**config.mk**
```make
export PLATFORM = sky130hd
export DESIGN_NAME = indexed_integer_fetch_and_op_store
export DESIGN_NICKNAME = d
export VERILOG_FILES = /design/src/rtl/iifos_pkg.sv /design/src/rtl/iifos_alu.sv /design/src/rtl/indexed_integer_fetch_and_op_store.sv
export VERILOG_INCLUDE_DIRS = /design/src /design/src/rtl
export SDC_FILE = /design/constraint.sdc
export NUM_CORES = 2
export LEC_CHECK = 0
export BUFFER_PORTS_ARGS = -buffer_cell sky130_fd_sc_hd__buf_2
export CAP_MARGIN = 20
export CORE_MARGIN = 2
export CORE_UTILIZATION = 25
export DETAILED_ROUTE_END_ITERATION = 12
export MAX_ROUTING_LAYER = met4
export PLACE_DENSITY = 0.52
export SETUP_SLACK_MARGIN = 0.4
export SLEW_MARGIN = 20
export SYNTH_ARGS = -nofsm -noshare
export SYNTH_HDL_FRONTEND = slang
export SYNTH_SLANG_ARGS = --single-unit
export TNS_END_PERCENT = 20
```
**constraint.sdc**
```tcl
create_clock -name i_clk -period 6.5 [get_ports i_clk]
set_clock_uncertainty 0.1 [all_clocks]
set_input_delay 0 -clock i_clk [delete_from_list [all_inputs] [get_ports i_clk]]
set_output_delay 0 -clock i_clk [all_outputs]
set_load 0.01 [all_outputs]
```
**src/rtl/indexed_integer_fetch_and_op_store_macros.svh**
```systemverilog
// ----------------------------------------------------------------------------
// Indexed integer fetch-and-op store: assertion macros
// Concurrent checks that vanish in synthesis builds.
// ----------------------------------------------------------------------------
`ifndef INDEXED_INTEGER_FETCH_AND_OP_STORE_MACROS_SVH
`define INDEXED_INTEGER_FETCH_AND_OP_STORE_MACROS_SVH

`ifndef SYNTHESIS
// Same-cycle implication.
`define IIFOS_ASSERT_IMPLY(lbl, clk, rst_n, ante, cons, msg) \
    lbl: assert property (@(posedge clk) disable iff (!rst_n) (ante) |-> (cons)) \
        else $error(msg);
// Next-cycle implication.
`define IIFOS_ASSERT_NEXT(lbl, clk, rst_n, ante, cons, msg) \
    lbl: assert property (@(posedge clk) disable iff (!rst_n) (ante) |=> (cons)) \
        else $error(msg);
`else
`define IIFOS_ASSERT_IMPLY(lbl, clk, rst_n, ante, cons, msg)
`define IIFOS_ASSERT_NEXT(lbl, clk, rst_n, ante, cons, msg)
`endif

`endif

```
**src/rtl/iifos_pkg.sv**
```systemverilog
// ----------------------------------------------------------------------------
// iifos_pkg
// Shared types, codes and request decode for the fetch-and-op store.
// ----------------------------------------------------------------------------
package iifos_pkg;

    localparam int DATA_W    = 32;
    localparam int CNT_W     = $clog2(DATA_W);
    localparam int DEPTH_DEF = 64;

    // request kinds
    localparam logic [2:0] KIND_CLEAR   = 3'd0;
    localparam logic [2:0] KIND_GET     = 3'd1;
    localparam logic [2:0] KIND_SWAP    = 3'd2;
    localparam logic [2:0] KIND_INC     = 3'd3;
    localparam logic [2:0] KIND_DEC     = 3'd4;
    localparam logic [2:0] KIND_OPERATE = 3'd5;

    // operator codes for operate
    localparam logic [4:0] OP_SET     = 5'd0;
    localparam logic [4:0] OP_ADD_EQ  = 5'd1;
    localparam logic [4:0] OP_SUB_EQ  = 5'd2;
    localparam logic [4:0] OP_MUL_EQ  = 5'd3;
    localparam logic [4:0] OP_DIV_EQ  = 5'd4;
    localparam logic [4:0] OP_POST_INC = 5'd5;
    localparam logic [4:0] OP_POST_DEC = 5'd6;
    localparam logic [4:0] OP_AND_EQ  = 5'd7;
    localparam logic [4:0] OP_OR_EQ   = 5'd8;
    localparam logic [4:0] OP_XOR_EQ  = 5'd9;
    localparam logic [4:0] OP_SHL_EQ  = 5'd10;
    localparam logic [4:0] OP_SHR_EQ  = 5'd11;
    localparam logic [4:0] OP_ADD     = 5'd12;
    localparam logic [4:0] OP_SUB     = 5'd13;
    localparam logic [4:0] OP_MUL     = 5'd14;
    localparam logic [4:0] OP_DIV     = 5'd15;
    localparam logic [4:0] OP_AND     = 5'd16;
    localparam logic [4:0] OP_OR      = 5'd17;
    localparam logic [4:0] OP_XOR     = 5'd18;
    localparam logic [4:0] OP_SHL     = 5'd19;
    localparam logic [4:0] OP_SHR     = 5'd20;

    // shared unit operations
    localparam logic [3:0] ALU_ADD   = 4'd0;
    localparam logic [3:0] ALU_SUB   = 4'd1;
    localparam logic [3:0] ALU_MUL   = 4'd2;
    localparam logic [3:0] ALU_DIV   = 4'd3;
    localparam logic [3:0] ALU_AND   = 4'd4;
    localparam logic [3:0] ALU_OR    = 4'd5;
    localparam logic [3:0] ALU_XOR   = 4'd6;
    localparam logic [3:0] ALU_SHL   = 4'd7;
    localparam logic [3:0] ALU_SHR   = 4'd8;
    localparam logic [3:0] ALU_PASSB = 4'd9;

    localparam logic signed [DATA_W-1:0] FAIL_VALUE = -32'sd1;

    typedef struct packed {
        logic [2:0]               kind;
        logic signed [15:0]       index;
        logic [4:0]               op_code;
        logic signed [DATA_W-1:0] operand;
    } t_req;

    typedef struct packed {
        logic signed [DATA_W-1:0] result_value;
        logic                     ok;
    } t_rsp;

    // what the sequencer does with one request
    typedef struct packed {
        logic [3:0] alu_op;
        logic       b_one;    // use constant one as second operand
        logic       wr;       // write unit result back to the entry
        logic       ret_old;  // answer with the entry value before the update
        logic       bad;      // unknown kind or operator
    } t_dec;

    function automatic t_dec decode(input logic [2:0] kind, input logic [4:0] code);
        t_dec d;
        d = '{alu_op: ALU_PASSB, b_one: 1'b0, wr: 1'b0, ret_old: 1'b0, bad: 1'b0};
        case (kind)
            KIND_CLEAR: begin
                d.wr = 1'b0;
            end
            KIND_GET: begin
                d.ret_old = 1'b1;
            end
            KIND_SWAP: begin
                d.wr      = 1'b1;
                d.ret_old = 1'b1;
            end
            KIND_INC: begin
                d.alu_op  = ALU_ADD;
                d.b_one   = 1'b1;
                d.wr      = 1'b1;
                d.ret_old = 1'b1;
            end
            KIND_DEC: begin
                d.alu_op  = ALU_SUB;
                d.b_one   = 1'b1;
                d.wr      = 1'b1;
                d.ret_old = 1'b1;
            end
            KIND_OPERATE: begin
                case (code)
                    OP_SET:      begin d.alu_op = ALU_PASSB; d.wr = 1'b1; end
                    OP_ADD_EQ:   begin d.alu_op = ALU_ADD;   d.wr = 1'b1; end
                    OP_SUB_EQ:   begin d.alu_op = ALU_SUB;   d.wr = 1'b1; end
                    OP_MUL_EQ:   begin d.alu_op = ALU_MUL;   d.wr = 1'b1; end
                    OP_DIV_EQ:   begin d.alu_op = ALU_DIV;   d.wr = 1'b1; end
                    OP_POST_INC: begin
                        d.alu_op  = ALU_ADD;
                        d.b_one   = 1'b1;
                        d.wr      = 1'b1;
                        d.ret_old = 1'b1;
                    end
                    OP_POST_DEC: begin
                        d.alu_op  = ALU_SUB;
                        d.b_one   = 1'b1;
                        d.wr      = 1'b1;
                        d.ret_old = 1'b1;
                    end
                    OP_AND_EQ:   begin d.alu_op = ALU_AND;   d.wr = 1'b1; end
                    OP_OR_EQ:    begin d.alu_op = ALU_OR;    d.wr = 1'b1; end
                    OP_XOR_EQ:   begin d.alu_op = ALU_XOR;   d.wr = 1'b1; end
                    OP_SHL_EQ:   begin d.alu_op = ALU_SHL;   d.wr = 1'b1; end
                    OP_SHR_EQ:   begin d.alu_op = ALU_SHR;   d.wr = 1'b1; end
                    OP_ADD:      d.alu_op = ALU_ADD;
                    OP_SUB:      d.alu_op = ALU_SUB;
                    OP_MUL:      d.alu_op = ALU_MUL;
                    OP_DIV:      d.alu_op = ALU_DIV;
                    OP_AND:      d.alu_op = ALU_AND;
                    OP_OR:       d.alu_op = ALU_OR;
                    OP_XOR:      d.alu_op = ALU_XOR;
                    OP_SHL:      d.alu_op = ALU_SHL;
                    OP_SHR:      d.alu_op = ALU_SHR;
                    default:     d.bad = 1'b1;
                endcase
            end
            default: begin
                d.bad = 1'b1;
            end
        endcase
        return d;
    endfunction

endpackage

```
**src/rtl/iifos_alu.sv**
```systemverilog
// ----------------------------------------------------------------------------
// iifos_alu
// Shared arithmetic unit: one adder serves add, subtract, shift-add multiply
// and restoring divide, one bit per cycle for the iterative operations.
// ----------------------------------------------------------------------------
module iifos_alu
    import iifos_pkg::*;
(
    input  logic              i_clk,
    input  logic              i_rst_n,
    input  logic              i_go,
    input  logic [3:0]        i_op,
    input  logic [DATA_W-1:0] i_a,
    input  logic [DATA_W-1:0] i_b,
    output logic              o_done,
    output logic [DATA_W-1:0] o_y
);

    logic              r_busy, n_busy;
    logic              r_done, n_done;
    logic [3:0]        r_op, n_op;
    logic [CNT_W-1:0]  r_cnt, n_cnt;
    logic [DATA_W-1:0] r_acc, n_acc;
    logic [DATA_W-1:0] r_x, n_x;      // multiplicand or partial remainder
    logic [DATA_W-1:0] r_y, n_y;      // multiplier or dividend/quotient
    logic [DATA_W-1:0] r_b, n_b;      // divisor magnitude
    logic              r_neg, n_neg;
    logic [DATA_W-1:0] r_res, n_res;

    logic [DATA_W-1:0] add_a, add_b;
    logic              add_sub;
    logic [DATA_W:0]   add_sum;
    logic [DATA_W-1:0] rem_sh;
    logic [DATA_W-1:0] a_mag, b_mag;

    assign rem_sh = {r_x[DATA_W-2:0], r_y[DATA_W-1]};
    assign a_mag  = i_a[DATA_W-1] ? (~i_a + DATA_W'(1)) : i_a;
    assign b_mag  = i_b[DATA_W-1] ? (~i_b + DATA_W'(1)) : i_b;

    // operand steering for the one adder
    always_comb begin
        if (r_busy) begin
            if (r_op == ALU_MUL) begin
                add_a   = r_acc;
                add_b   = r_x;
                add_sub = 1'b0;
            end else begin
                add_a   = rem_sh;
                add_b   = r_b;
                add_sub = 1'b1;
            end
        end else begin
            add_a   = i_a;
            add_b   = i_b;
            add_sub = (i_op == ALU_SUB);
        end
    end

    // carry out is set on subtract when add_a >= add_b
    assign add_sum = {1'b0, add_a} + {1'b0, (add_sub ? ~add_b : add_b)}
                   + {{DATA_W{1'b0}}, add_sub};

    always_comb begin
        n_busy = r_busy;
        n_done = 1'b0;
        n_op   = r_op;
        n_cnt  = r_cnt;
        n_acc  = r_acc;
        n_x    = r_x;
        n_y    = r_y;
        n_b    = r_b;
        n_neg  = r_neg;
        n_res  = r_res;
        if (r_busy) begin
            if (r_op == ALU_MUL) begin
                n_acc = r_y[0] ? add_sum[DATA_W-1:0] : r_acc;
                n_x   = {r_x[DATA_W-2:0], 1'b0};
                n_y   = {1'b0, r_y[DATA_W-1:1]};
            end else begin
                n_x = add_sum[DATA_W] ? add_sum[DATA_W-1:0] : rem_sh;
                n_y = {r_y[DATA_W-2:0], add_sum[DATA_W]};
            end
            n_cnt = r_cnt + CNT_W'(1);
            if (r_cnt == CNT_W'(DATA_W - 1)) begin
                n_busy = 1'b0;
                n_done = 1'b1;
                if (r_op == ALU_MUL) begin
                    n_res = n_acc;
                end else begin
                    n_res = r_neg ? (~n_y + DATA_W'(1)) : n_y;
                end
            end
        end else if (i_go) begin
            n_op   = i_op;
            n_done = 1'b1;
            case (i_op)
                ALU_ADD:   n_res = add_sum[DATA_W-1:0];
                ALU_SUB:   n_res = add_sum[DATA_W-1:0];
                ALU_MUL: begin
                    n_done = 1'b0;
                    n_busy = 1'b1;
                    n_cnt  = '0;
                    n_acc  = '0;
                    n_x    = i_a;
                    n_y    = i_b;
                end
                ALU_DIV: begin
                    n_done = 1'b0;
                    n_busy = 1'b1;
                    n_cnt  = '0;
                    n_x    = '0;
                    n_y    = a_mag;
                    n_b    = b_mag;
                    n_neg  = i_a[DATA_W-1] ^ i_b[DATA_W-1];
                end
                ALU_AND:   n_res = i_a & i_b;
                ALU_OR:    n_res = i_a | i_b;
                ALU_XOR:   n_res = i_a ^ i_b;
                ALU_SHL:   n_res = i_a << i_b[CNT_W-1:0];
                ALU_SHR:   n_res = DATA_W'($signed(i_a) >>> i_b[CNT_W-1:0]);
                ALU_PASSB: n_res = i_b;
                default:   n_res = '0;
            endcase
        end
    end

    always_ff @(posedge i_clk) begin
        if (!i_rst_n) begin
            r_busy <= 1'b0;
            r_done <= 1'b0;
        end else begin
            r_busy <= n_busy;
            r_done <= n_done;
        end
    end

    always_ff @(posedge i_clk) begin
        r_op  <= n_op;
        r_cnt <= n_cnt;
        r_acc <= n_acc;
        r_x   <= n_x;
        r_y   <= n_y;
        r_b   <= n_b;
        r_neg <= n_neg;
        r_res <= n_res;
    end

    assign o_done = r_done;
    assign o_y    = r_res;

endmodule

```
**src/rtl/indexed_integer_fetch_and_op_store.sv**
```systemverilog
// ----------------------------------------------------------------------------
// indexed_integer_fetch_and_op_store
// Table of signed 32-bit entries with get, swap, fetch-increment/decrement,
// operate and clear requests, worked through one shared arithmetic unit.
//
// Timing: a simple request passes through the read, execute and wait states;
// multiply and divide stay in wait while the shared unit runs its
// one-bit-per-cycle loop; rejected requests answer in the next cycle; clear
// writes every entry in turn, then answers. One request at a time; busy drops
// in the answer cycle, and start is ignored while busy. The receiver cannot
// stall. Reset clears the ready flag; table contents are unknown until a clear.
// ----------------------------------------------------------------------------
`include "indexed_integer_fetch_and_op_store_macros.svh"

module indexed_integer_fetch_and_op_store
    import iifos_pkg::*;
#(
    parameter int DEPTH = DEPTH_DEF
) (
    input  logic i_clk,
    input  logic i_rst_n,
    input  logic start,
    output logic busy,
    input  t_req i_req,
    output logic o_rsp_strobe,
    output t_rsp o_rsp
);

    localparam int AW = (DEPTH > 1) ? $clog2(DEPTH) : 1;

    // sequencer states
    localparam logic [2:0] S_IDLE  = 3'd0;
    localparam logic [2:0] S_READ  = 3'd1;
    localparam logic [2:0] S_EXEC  = 3'd2;
    localparam logic [2:0] S_WAIT  = 3'd3;
    localparam logic [2:0] S_CLEAR = 3'd4;

    logic [2:0]        r_state, n_state;
    logic              r_ready, n_ready;
    logic              r_strobe, n_strobe;
    t_rsp              r_rsp, n_rsp;
    t_req              r_req, n_req;
    t_dec              r_dec, n_dec;
    logic [AW-1:0]     r_addr, n_addr;
    logic [AW-1:0]     r_clr, n_clr;
    logic [DATA_W-1:0] r_rdata;

    logic [DATA_W-1:0] mem [DEPTH];

    t_dec              dec;
    logic              idx_ok;
    logic              arg_bad;
    logic              mem_we;
    logic [AW-1:0]     mem_wa;
    logic [DATA_W-1:0] mem_wd;
    logic              alu_go;
    logic [DATA_W-1:0] alu_b;
    logic              alu_done;
    logic [DATA_W-1:0] alu_y;

    // screen the incoming request before touching the table
    always_comb begin
        dec     = decode(i_req.kind, i_req.op_code);
        idx_ok  = !i_req.index[15] && (i_req.index[14:0] < 15'(DEPTH));
        arg_bad = dec.bad
               || (dec.alu_op == ALU_DIV && i_req.operand == '0)
               || ((dec.alu_op == ALU_SHL || dec.alu_op == ALU_SHR)
                   && i_req.operand[DATA_W-1:CNT_W] != '0);
    end

    assign alu_b = r_dec.b_one ? DATA_W'(1) : r_req.operand;

    iifos_alu u_alu (
        .i_clk   (i_clk),
        .i_rst_n (i_rst_n),
        .i_go    (alu_go),
        .i_op    (r_dec.alu_op),
        .i_a     (r_rdata),
        .i_b     (alu_b),
        .o_done  (alu_done),
        .o_y     (alu_y)
    );

    always_comb begin
        n_state  = r_state;
        n_ready  = r_ready;
        n_strobe = 1'b0;
        n_rsp    = r_rsp;
        n_req    = r_req;
        n_dec    = r_dec;
        n_addr   = r_addr;
        n_clr    = r_clr;
        mem_we   = 1'b0;
        mem_wa   = r_addr;
        mem_wd   = alu_y;
        alu_go   = 1'b0;
        case (r_state)
            S_IDLE: begin
                if (start) begin
                    n_req  = i_req;
                    n_dec  = dec;
                    n_addr = i_req.index[AW-1:0];
                    if (i_req.kind == KIND_CLEAR) begin
                        // clear runs whatever the index or ready state
                        n_clr   = '0;
                        n_state = S_CLEAR;
                    end else if (!r_ready || !idx_ok || arg_bad) begin
                        // reject at once, table untouched
                        n_rsp    = '{result_value: FAIL_VALUE, ok: 1'b0};
                        n_strobe = 1'b1;
                    end else begin
                        n_state = S_READ;
                    end
                end
            end
            S_READ: begin
                // entry lands in r_rdata at the end of this cycle
                n_state = S_EXEC;
            end
            S_EXEC: begin
                alu_go  = 1'b1;
                n_state = S_WAIT;
            end
            S_WAIT: begin
                if (alu_done) begin
                    mem_we   = r_dec.wr;
                    n_rsp    = '{result_value: (r_dec.ret_old ? r_rdata : alu_y),
                                 ok: 1'b1};
                    n_strobe = 1'b1;
                    n_state  = S_IDLE;
                end
            end
            S_CLEAR: begin
                mem_we = 1'b1;
                mem_wa = r_clr;
                mem_wd = '0;
                n_clr  = r_clr + AW'(1);
                if (r_clr == AW'(DEPTH - 1)) begin
                    n_ready  = 1'b1;
                    n_rsp    = '{result_value: '0, ok: 1'b1};
                    n_strobe = 1'b1;
                    n_state  = S_IDLE;
                end
            end
            default: begin
                n_state = S_IDLE;
            end
        endcase
    end

    // table: one write port, one registered read port
    always_ff @(posedge i_clk) begin
        if (mem_we) begin
            mem[mem_wa] <= mem_wd;
        end
        r_rdata <= mem[r_addr];
    end

    always_ff @(posedge i_clk) begin
        if (!i_rst_n) begin
            r_state  <= S_IDLE;
            r_ready  <= 1'b0;
            r_strobe <= 1'b0;
        end else begin
            r_state  <= n_state;
            r_ready  <= n_ready;
            r_strobe <= n_strobe;
        end
    end

    always_ff @(posedge i_clk) begin
        r_rsp  <= n_rsp;
        r_req  <= n_req;
        r_dec  <= n_dec;
        r_addr <= n_addr;
        r_clr  <= n_clr;
    end

    assign busy         = (r_state != S_IDLE);
    assign o_rsp_strobe = r_strobe;
    assign o_rsp        = r_rsp;

    // every answer is preceded by a start or a busy cycle
    `IIFOS_ASSERT_IMPLY(a_rsp_has_req, i_clk, i_rst_n, o_rsp_strobe, $past(busy || start), "answer without a request")
    // a successful answer implies the table has been cleared once
    `IIFOS_ASSERT_IMPLY(a_ok_needs_ready, i_clk, i_rst_n, o_rsp_strobe && o_rsp.ok, r_ready, "ok answer while table not ready")
    // the table is never written while idle
    `IIFOS_ASSERT_IMPLY(a_no_idle_write, i_clk, i_rst_n, r_state == S_IDLE, !mem_we, "table write while idle")
    // the shared unit only finishes while the sequencer waits for it
    `IIFOS_ASSERT_IMPLY(a_alu_done_in_wait, i_clk, i_rst_n, alu_done, r_state == S_WAIT, "unit result outside wait state")

endmodule
```
==> qor.yml <==
status:
  outcome: "complete, no violations"
critical_path:
  setup.worst_path.start_class: "flop"
  rrSetupSlack_ps: 300
  required_ps: 6960
  critPathCaptureType: "flop"
  ff2ff_path_depth: 28
  cp_common_cell: "o31ai_4"
  arrival_ps: 6660
  crit_start: "u_alu.r_op[0]$_DFFE_PP_"
  crit_buf_inv: 4
  rr_endpoint: "u_alu.o_y[30]$_DFFE_PP_"
  cp_num_cells: 28
  path_delay_family: "simple AND/OR/NAND/NOR gates"
  worst-path-max-fanout: 5
  crit_type: "flop to flop"
  crit_slowest_cell: "or4_4"
  max_stage_delay_ps: 580
  reg2reg_from: "u_alu.r_op[0]$_DFFE_PP_"
  critPathCapture: "u_alu.o_y[30]$_DFFE_PP_"
power:
  ir_worst_vdd_mv: 0.289
  leakagePower_uw: 0.0385
  pwr-share-clk_pct: 31.6
  netSwitchingPower_uw: 14500
  sequentialPowerShare_pct: 40.7
  power.density_nw_per_um2: 370
  swShare_pct: 32.5
  combPwrFrac_pct: 27.7
  p_int_uw: 30100
clocking:
  clk_latency_ps: 940
  numCtsBuffers: 245
  path_clk_slew_ps: 60
  cts_sinks: 2341
  h-tree-depth: 4
  cts.path.max_buffers: 4
  cts_root_buf: "clkbuf_16"
  tritoncts: "yes"
place:
  numPortBuffers: 93
  gp_congestion: 0.947
  dp_worst_setup_slack_ps: -297
  dp_hpwl_um: 221000
yosys:
  synth-compound-area-share_pct: 5.11
  synth_nets: 6086
  synth_top_cell_by_area: "edfxtp_1"
  synth-simple-area-share_pct: 4.94
  synth.area.top_cells: "edfxtp_1, mux4_2, mux2i_1"
  synth_common_cells: "edfxtp_1, mux4_2, nand2_1, nor2_1, clkbuf_1"
  synthFlopType: "edfxtp_1"
  synth-edff-count: 2302
  synth_top_area_share_pct: 67.8
  yosys.cell_types.count: 82
  muxShareOfSynthArea_pct: 16.9
  yosysMostFrequentCell: "edfxtp_1"
  synthXorXnorAreaFrac_pct: 1.34
  yosys.area_share.adder_pct: 1.27
  synth_warnings: 0
  ys_ff_latch: 2341
  async_flop_share_pct: 0
  syn_area_um2: 102000
  avgSynthCellArea_um2: 17.2
  ys_seq_area_share_pct: 68.6
  synth_top_family_by_area: "multiplexers"
  syn_inst: 5924
finish:
  final_util_pct: 29.7
  drive_gt1_share_pct: 25.9
  multiInputGateArea_um2: 31000
  syn2layout_area_growth_pct: 18.3
  final_nets: 6484
  regArea_um2: 69900
  fill_cells: 39949
global_routing:
  grt_max_degree: 116
  antenna_found_initial: 25
  first_global_vias: 59679
  grt_overflow: 0
  grt_pass1_wl_um: 478000
  grt_use_total_pct: 16.5
floorplanning:
  core_um2: 406000
  die_w_um: 642
  initial_utilization_pct: 25.1
  dieArea_um2: 413000
  io_pins: 94
  fp-row-count: 234
  die_h_um: 642
timing:
  finalHoldViolCount: 0
  relSlewSlack_pct: 10.5
  finalCritPeriodShare_pct: 95.4
  setup_viol: 0
  final_max_slew_viol_count: 0
  timing.final.crit_period_ps: 6200
  fmax_mhz: 161
  tightest_slew_ps: 1310
  setup_ws_ps: 296
  rsz0062_at_grt: "yes"
routing:
  routed_wl_um: 341000
  routed-via-count: 59571
  drtPass1Iterations: 7
  detail_route.wl_per_cell_um: 28.5
  drc: 0
  drtAntennaViolNets: 0
  drt-vias-per-instance: 4.98
  drtIter0Drc: 6950
hold_path:
  hold_class: "input pin to flop"
run:
  maxCapViolCount: 0
[timing repair]
action / CTS / global route
resized for setup: 16 / 29
endpoints found under the setup margin: 9 / 8
hold buffers: 94 / 0
pin swaps: 16 / 21
hold endpoints to repair: 103 / 0
cloned: 1 / 0
setup buffers: 6 / 8
[power groups by stage]
stage / clock network [µW] / logic [µW] / registers [µW]
after global routing: 15000 / 13000 / 18200
after detailed placement: 0 / 11900 / 18500
after CTS: 14400 / 12100 / 18200
after global placement: 0 / 11800 / 18500
final: 14100 / 12300 / 18200
after floorplan: 0 / 6870 / 18100
[metal layers]
metal	up-vias	GRT usage [%]	routed length (µm)
met5	-	-	0
met4	0	4.22	9410
met3	458	2.43	23000
met2	2384	25.8	159000
met1	32056	22.6	149000
li1	24673	-	-
[registers in the layout, indices dropped and copies added (netlist names), 3 cells and up]
signal       cells
u_alu.r_cnt      5
u_alu.o_y       32
o_rsp           33
u_alu.r_y       32
r_state          3
r_dec            7
mem           2048
u_alu.r_x       32
u_alu.r_b       32
r_rdata         32
r_req           32
r_addr           6
u_alu.r_acc     32
r_clr            6
u_alu.r_op       4
[cell families after synthesis]
group           count (synthesis)
compound gates                829
xor+xnor                      156
fa+ha+maj                     103
buf+inv                       494
flops                        2341
mux                           875
simple gates                 1126
[layout by cell type (no fill, tap or decap), types with 35 or more instances in the layout]
cell type,instances
a31oi_1,68
nor3_1,43
nand2_1,441
buf_2,93
buf_4,346
clkbuf_16,246
clkinv_2,44
xnor2_1,94
inv_1,76
mux4_2,675
clkinv_1,35
nand3_1,78
edfxtp_1,2302
xor2_1,61
nor2_4,66
clkbuf_1,58
ha_1,99
nor2_1,258
mux2i_1,185
a21oi_1,188
dfxtp_1,37
dlygate4sd3_1,94
o211ai_1,39
o21ai_0,227
[stage by stage]
| stage | instances | instance area [µm²] | total power [µW] | TNS [ps] | hold WS [ps] |
|---|---|---|---|---|---|
| floorplan | 5924 | 102000 | 24900 | 0 | -1.13 |
| global placement | 11392 | 111000 | 30300 | -544 | 82.4 |
| detailed placement | 11394 | 111000 | 30400 | -544 | 82.0 |
| CTS | 11947 | 120000 | 44600 | 0 | 10.1 |
| global route | 11958 | 121000 | 46200 | 0 | 44.0 |
| finish | 11965 | 121000 | 44600 | 0 | 76.0 |
[final cells by class]
cell class                 instances  share of cell area (%)
sequential                      2341                    58.0
multi-input combinational       3089                    25.7
tap                             5428                    5.63
clock buffer                     329                    5.56
timing repair buffer             562                    3.80
clock inverter                   123                    1.09
inverter                          83                   0.258
antenna                           10                  0.0207
[worst reg2reg max path, delay by kind of cell (launching register included)]
kind	cells	cell delay, ps
AOI/OAI and AO/OA	13	1980
buffers and inverters	4	570
DFF	1	390
adders and majority gates	2	650
and+or+nand+nor	7	2000
xor gates and xnor gates	2	220
[worst min-delay path by stage]
stage | startpoint | to | depth (start not counted)
final | i_rst_n | r_state[1]$_SDFFE_PN0P_ | 3
after global routing | i_rst_n | r_state[1]$_SDFFE_PN0P_ | 3
after CTS | i_rst_n | r_state[1]$_SDFFE_PN0P_ | 3
after detailed placement | i_req[40] | r_addr[3]$_DFFE_PP_ | 1
after global placement | i_req[40] | r_addr[3]$_DFFE_PP_ | 1
after floorplan | i_req[37] | r_addr[0]$_DFFE_PP_ | 0
No activity file was read; power rests on OpenSTA's default activity.
